===== src/sv/srom_pkg.sv =====
// shared types and constants for the slot ring ownership manager
`timescale 1ns / 1ps
`default_nettype none

package srom_pkg;

    localparam int SLOT_COUNT     = 8;
    localparam int MAX_SLOT_BYTES = 65536;

    localparam int SLOT_W = 3;
    localparam int CNT_W  = 17;
    localparam int IDX_W  = (SLOT_COUNT > 1) ? $clog2(SLOT_COUNT) : 1;

    typedef enum logic [1:0] {
        CMD_PUT_START = 2'd0,
        CMD_PUT_END   = 2'd1,
        CMD_GET_START = 2'd2,
        CMD_GET_END   = 2'd3
    } srom_cmd_t;

    typedef enum logic [1:0] {
        ST_EMPTY    = 2'd0,
        ST_FILLING  = 2'd1,
        ST_FULL     = 2'd2,
        ST_DRAINING = 2'd3
    } srom_status_t;

    typedef struct packed {
        srom_cmd_t          command;
        logic [SLOT_W-1:0]  slot_id;
        logic [CNT_W-1:0]   byte_count_in;
    } srom_req_t;

    typedef struct packed {
        logic               accepted;
        logic [SLOT_W-1:0]  slot_out;
        logic [CNT_W-1:0]   byte_count_out;
    } srom_rsp_t;

endpackage

`default_nettype wire


===== src/sv/srom_in_stage.sv =====
// input register stage holding one request
`timescale 1ns / 1ps
`default_nettype none

module srom_in_stage
    import srom_pkg::*;
(
    input  wire logic      aclk,
    input  wire logic      aresetn,
    input  wire logic      s_valid,
    output logic           s_ready,
    input  wire srom_req_t s_data,
    input  wire logic      take,
    output logic           req_valid,
    output srom_req_t      req_data
);

    logic      vld_reg;
    logic      vld_next;
    srom_req_t data_reg;

    assign s_ready  = !vld_reg || take;
    assign vld_next = s_ready ? s_valid : vld_reg;

    always_ff @(posedge aclk) begin
        if (!aresetn) begin
            vld_reg <= 1'b0;
        end else begin
            vld_reg <= vld_next;
        end
    end

    always_ff @(posedge aclk) begin
        if (s_ready && s_valid) begin
            data_reg <= s_data;
        end
    end

    assign req_valid = vld_reg;
    assign req_data  = data_reg;

endmodule

`default_nettype wire


===== src/sv/srom_ring.sv =====
// slot status table, length store and ring pointers with command decode
`timescale 1ns / 1ps
`default_nettype none

module srom_ring
    import srom_pkg::*;
(
    input  wire logic      aclk,
    input  wire logic      aresetn,
    input  wire logic      exec,
    input  wire srom_req_t req,
    output srom_rsp_t      rsp
);

    localparam logic [CNT_W-1:0] MAX_CNT  = CNT_W'(MAX_SLOT_BYTES);
    localparam logic [IDX_W-1:0] LAST_IDX = IDX_W'(SLOT_COUNT - 1);

    srom_status_t     status_reg [SLOT_COUNT];
    logic [CNT_W-1:0] length_reg [SLOT_COUNT];
    logic [IDX_W-1:0] prod_reg;
    logic [IDX_W-1:0] prod_next;
    logic [IDX_W-1:0] cons_reg;
    logic [IDX_W-1:0] cons_next;

    logic [IDX_W-1:0] rd_ptr;
    srom_status_t     rd_status;
    logic [IDX_W-1:0] id_idx;
    logic             id_ok;
    logic [CNT_W-1:0] clamped;
    logic             wr_status;
    logic [IDX_W-1:0] wr_idx;
    srom_status_t     wr_value;
    logic             wr_length;

    assign rd_ptr    = (req.command == CMD_GET_START) ? cons_reg : prod_reg;
    assign rd_status = status_reg[rd_ptr];
    assign id_idx    = req.slot_id[IDX_W-1:0];
    assign id_ok     = 32'(req.slot_id) < SLOT_COUNT;
    assign clamped   = (32'(req.byte_count_in) > MAX_SLOT_BYTES) ? MAX_CNT
                                                                   : req.byte_count_in;

    always_comb begin
        rsp       = '0;
        prod_next = prod_reg;
        cons_next = cons_reg;
        wr_status = 1'b0;
        wr_idx    = rd_ptr;
        wr_value  = ST_EMPTY;
        wr_length = 1'b0;
        case (req.command)
            CMD_PUT_START: begin
                if (rd_status == ST_EMPTY) begin
                    rsp.accepted = 1'b1;
                    rsp.slot_out = SLOT_W'(prod_reg);
                    wr_status    = 1'b1;
                    wr_value     = ST_FILLING;
                    prod_next    = (prod_reg == LAST_IDX) ? '0 : prod_reg + 1'b1;
                end
            end
            CMD_PUT_END: begin
                if (id_ok) begin
                    rsp.accepted = 1'b1;
                    wr_status    = 1'b1;
                    wr_idx       = id_idx;
                    wr_value     = ST_FULL;
                    wr_length    = 1'b1;
                end
            end
            CMD_GET_START: begin
                if (rd_status == ST_FULL) begin
                    rsp.accepted       = 1'b1;
                    rsp.slot_out       = SLOT_W'(cons_reg);
                    rsp.byte_count_out = length_reg[cons_reg];
                    wr_status          = 1'b1;
                    wr_value           = ST_DRAINING;
                    cons_next          = (cons_reg == LAST_IDX) ? '0 : cons_reg + 1'b1;
                end
            end
            CMD_GET_END: begin
                if (id_ok) begin
                    rsp.accepted = 1'b1;
                    wr_status    = 1'b1;
                    wr_idx       = id_idx;
                    wr_value     = ST_EMPTY;
                end
            end
            default: begin
                rsp = '0;
            end
        endcase
    end

    always_ff @(posedge aclk) begin
        if (!aresetn) begin
            prod_reg <= '0;
            cons_reg <= '0;
            for (int i = 0; i < SLOT_COUNT; i++) begin
                status_reg[i] <= ST_EMPTY;
            end
        end else if (exec) begin
            prod_reg <= prod_next;
            cons_reg <= cons_next;
            if (wr_status) begin
                status_reg[wr_idx] <= wr_value;
            end
        end
    end

    always_ff @(posedge aclk) begin
        if (exec && wr_length) begin
            length_reg[id_idx] <= clamped;
        end
    end

endmodule

`default_nettype wire


===== src/sv/slot_ring_ownership_manager_top.sv =====
// top level of the slot ring ownership manager
//
//  port group  dir  handshake          payload
//  s_          in   s_valid/s_ready    s_data (srom_req_t: command, slot_id, byte_count_in)
//  m_          out  m_valid/m_ready    m_data (srom_rsp_t: accepted, slot_out, byte_count_out)
//
// one request per cycle sustained while m_ready is high; results pass input and output registers
// the request register feeds the ring table, whose update and result land in the same cycle
// synchronous reset marks every slot empty and zeroes both pointers, no clearing pass
// with m_ready low one more request waits in the input register, then s_ready drops
`timescale 1ns / 1ps
`default_nettype none

module slot_ring_ownership_manager_top
    import srom_pkg::*;
(
    input  wire logic      aclk,
    input  wire logic      aresetn,
    input  wire logic      s_valid,
    output logic           s_ready,
    input  wire srom_req_t s_data,
    output logic           m_valid,
    input  wire logic      m_ready,
    output srom_rsp_t      m_data
);

    logic      req_valid;
    srom_req_t req_data;
    logic      out_free;
    logic      exec;
    srom_rsp_t rsp;
    logic      out_vld_reg;
    logic      out_vld_next;
    srom_rsp_t out_data_reg;

    assign out_free = !out_vld_reg || m_ready;
    assign exec     = req_valid && out_free;

    srom_in_stage u_in (
        .aclk      (aclk),
        .aresetn   (aresetn),
        .s_valid   (s_valid),
        .s_ready   (s_ready),
        .s_data    (s_data),
        .take      (out_free),
        .req_valid (req_valid),
        .req_data  (req_data)
    );

    srom_ring u_ring (
        .aclk    (aclk),
        .aresetn (aresetn),
        .exec    (exec),
        .req     (req_data),
        .rsp     (rsp)
    );

    assign out_vld_next = out_free ? req_valid : out_vld_reg;

    always_ff @(posedge aclk) begin
        if (!aresetn) begin
            out_vld_reg <= 1'b0;
        end else begin
            out_vld_reg <= out_vld_next;
        end
    end

    always_ff @(posedge aclk) begin
        if (exec) begin
            out_data_reg <= rsp;
        end
    end

    assign m_valid = out_vld_reg;
    assign m_data  = out_data_reg;

endmodule

`default_nettype wire


===== config.mk =====
export PLATFORM = sky130hd
export DESIGN_NAME = slot_ring_ownership_manager_top
export DESIGN_NICKNAME = d
export VERILOG_FILES = /design/src/sv/srom_pkg.sv /design/src/sv/srom_in_stage.sv /design/src/sv/srom_ring.sv /design/src/sv/slot_ring_ownership_manager_top.sv
export SDC_FILE = /design/constraint.sdc
export NUM_CORES = 1
export LEC_CHECK = 0
export ABC_CLOCK_PERIOD_IN_PS = 3600
export BUFFER_PORTS_ARGS = -buffer_cell sky130_fd_sc_hd__buf_2
export CAP_MARGIN = 20
export CORE_MARGIN = 5
export CORE_UTILIZATION = 54
export DETAILED_ROUTE_END_ITERATION = 8
export PLACE_DENSITY = 0.72
export SLEW_MARGIN = 0
export SYNTH_ARGS = -nofsm -noshare
export SYNTH_HDL_FRONTEND = slang
export SYNTH_HIERARCHICAL = 1
export SYNTH_SLANG_ARGS = --single-unit

===== constraint.sdc =====
create_clock -name aclk -period 3.6 [get_ports aclk]
set_clock_uncertainty 0.05 [all_clocks]
set_input_delay 0 -clock aclk [delete_from_list [all_inputs] [get_ports aclk]]
set_output_delay 0 -clock aclk [all_outputs]
set_load 0.005 [all_outputs]

==> results.py <==
metrics = {
    "cts": {
        "htreeDepth": 1,
        "clock_latency_ns": 0.49,
        "root_buffer": "clkbuf_16",
        "cts_buffer_depth": 3,
        "clock_sinks": 206,
        "numCtsBuffers": 21,
        "cts_setup_buffers": 0,
        "clk_pin_slew_ns": 0.06,
        "ctsHoldBuffers": 27,
        "cts_tree": "built",
        "post_cts_resized": 0,
    },
    "sta": {
        "slew_headroom_pct": 45.5,
        "fin_crit_sh_pct": 83.4,
        "maxSlewViolCount": 0,
        "worstMarginPinSlew_ns": 0.807,
        "finalHoldViolations": 0,
        "final-setup-viol-count": 0,
        "fin_crit_ns": 3.00,
        "rsz0062_at_grt": "false",
        "tns_ns": 0,
        "fmax_mhz": 333,
        "holdWs_ns": 0.156,
    },
    "routing": {
        "drtAntennaViolNets": 0,
        "avgRoutedWirePerCell_um": 20.2,
        "wl_mm": 15.4,
        "via_count": 4359,
        "vias_per_cell": 5.74,
        "first_pass_iters": 5,
        "drc": 0,
        "drtIter0Drc": 318,
    },
    "cells_and_area": {
        "areaGrowthSynthToFinish_pct": 17.5,
        "drive_above_1_share_pct": 25.2,
        "final_cell_mix": "edfxtp_1 (195), buf_2 (48), mux4_2 (34), nor2_1 (30), nand2_1 (29)",
        "finalNetCount": 588,
        "n_antenna_cell": 0,
        "largest_reg_flops": 136,
        "stdcell_area_um2": 9740,
        "final_common_cell": "edfxtp_1",
    },
    "logic_synthesis": {
        "synth_ff_type": "edfxtp_1",
        "syn_avg_cell_area_um2": 17.7,
        "synth.distinct_cells": 48,
        "synth_cells": 467,
        "synth_nets": 497,
        "synth-seq-cells": 206,
        "syn_area_um2": 8290,
        "seq_area_frac_synth_pct": 73.3,
        "synth_enable_flop_cells": 195,
        "yosysWarnings": 6,
        "synthArstFlopShare_pct": 0,
    },
    "global_routing": {
        "grt_pass1_wl_mm": 24.5,
        "antenna_found_initial": 0,
        "grt_max_degree": 35,
        "grt_usage_pct": 17.7,
        "first_global_vias": 4451,
        "grt-ovfl-total": 0,
    },
    "floorplanning": {
        "fp.dieArea_um2": 17900,
        "start_util_pct": 54.7,
        "die_w_um": 134,
        "coreArea_um2": 15100,
        "rows": 45,
        "die_h_um": 134,
        "io_pins": 49,
    },
    "min_path": {
        "hold_class": "input pin to register",
    },
    "power": {
        "clockPowerShare_pct": 41.5,
        "sw_frac_of_total_pct": 19.7,
        "powerDensity_nw_per_um2": 503,
        "leakage_nw": 3.29,
        "intPower_w": 0.00393,
        "p_seq_share_pct": 54.8,
        "pwr-share-comb_pct": 3.6,
        "vdd_ir_drop_max_uv": 400,
        "power_switching_w": 0.000963,
    },
    "critical_path": {
        "cp-end-kind": "register",
        "worstPathRequired_ns": 3.71,
        "cp.arrival_ns": 3.11,
        "worstPathMaxFanout": 16,
        "critPathKind": "register to register",
        "start_kind": "register",
    },
    "place": {
        "dp.final_hpwl_mm": 9.26,
        "portBuffers": 48,
        "placed_cell_area_um2": 8820,
        "gp_congestion": 0.888,
    },
    "run": {
        "drv_cap": 0,
    },
    "outcome": {
        "status": "complete, no violations",
    },
}
-- per-layer routing --
layer,up-vias,global-route usage (%),share of wire [%]
met1,2197,24.3,43
met4,0,4.57,2.2
met3,29,3.23,4.8
met2,114,29.6,50
li1,2019,-,-
met5,-,0,0
-- critical path, stage by stage (launching register included) --
cell and delay [ns]:
edfxtp_1 0.59, nor2b_1 0.49, mux2i_1 0.29, a21oi_1 0.06, a22o_1 0.28, o21ai_1 0.29, a31oi_4 0.21, o31ai_1 0.40
-- metrics by stage --
stage,setup WS [ns],cells,total power [W],utilization (%)
detailed placement,0.638,696,0.00289,58.2
global route,0.307,759,0.00507,64.3
CTS,0.615,759,0.00495,64.3
finish,0.597,759,0.00490,64.3
global placement,0.708,696,0.00288,58.2
floorplan,0.787,467,0.00283,-
-- power by group through the flow --
stage / sequential [W] / clock (W) / combinational, W
floorplan: 0.00273 / 0 / 0.000104
global placement: 0.00274 / 0 / 0.000150
detailed placement: 0.00274 / 0 / 0.000155
CTS: 0.00269 / 0.00209 / 0.000178
global route: 0.00269 / 0.00219 / 0.000196
finish: 0.00269 / 0.00203 / 0.000178
-- area by class of cell --
cell class / count / area (um^2)
tap: 188 / 235
clock buffer: 28 / 582
clock inverter: 8 / 63.8
fill: 1005 / 5410
timing repair buffer: 87 / 638
sequential: 206 / 6080
inverter: 6 / 22.5
multi-input combinational: 236 / 2120
-- kinds of logic after synthesis --
family	after synthesis	synth area share, %
simple gates	133	8.58
compound gates	36	3.31
fa+ha+maj	4	0.604
buf+inv	25	1.24
flops	206	73.3
mux	63	13.0
-- synth_stat cells, drive strengths merged (2+ instances only) --
cell type,instances,area share [%]
nand2,30,1.4
nor4,11,0.83
a21boi,2,0.27
a21oi,8,0.48
edfxtp,195,71
clkbuf,12,0.54
ha,4,0.60
mux2i,28,3.5
o21a,2,0.18
inv,6,0.27
and2,6,0.51
nand2b,6,0.72
nand3,10,0.66
dfxtp,11,2.7
nor3,11,0.66
o21ai,7,0.42
mux4,34,9.2
buf,7,0.42
a21o,2,0.18
nand3b,4,0.36
a31oi,5,0.63
nor2,31,1.4
nor2b,19,1.4
o31ai,4,0.36
-- path summary, 6_finish.rpt --
check	startpoint	end	slack, ns	cells after the start
max reg2reg	u_in/req_data[20]	u_ring/status_reg[3][1]	0.60	7
min	s_data[7]	u_in/req_data[7]	0.16	2
max	u_in/req_data[20]	u_ring/status_reg[3][1]	0.60	7
min reg2reg	u_ring/cons_reg[2]	u_ring/cons_reg[2]	0.54	2
Power figures use the tool's default switching activity.
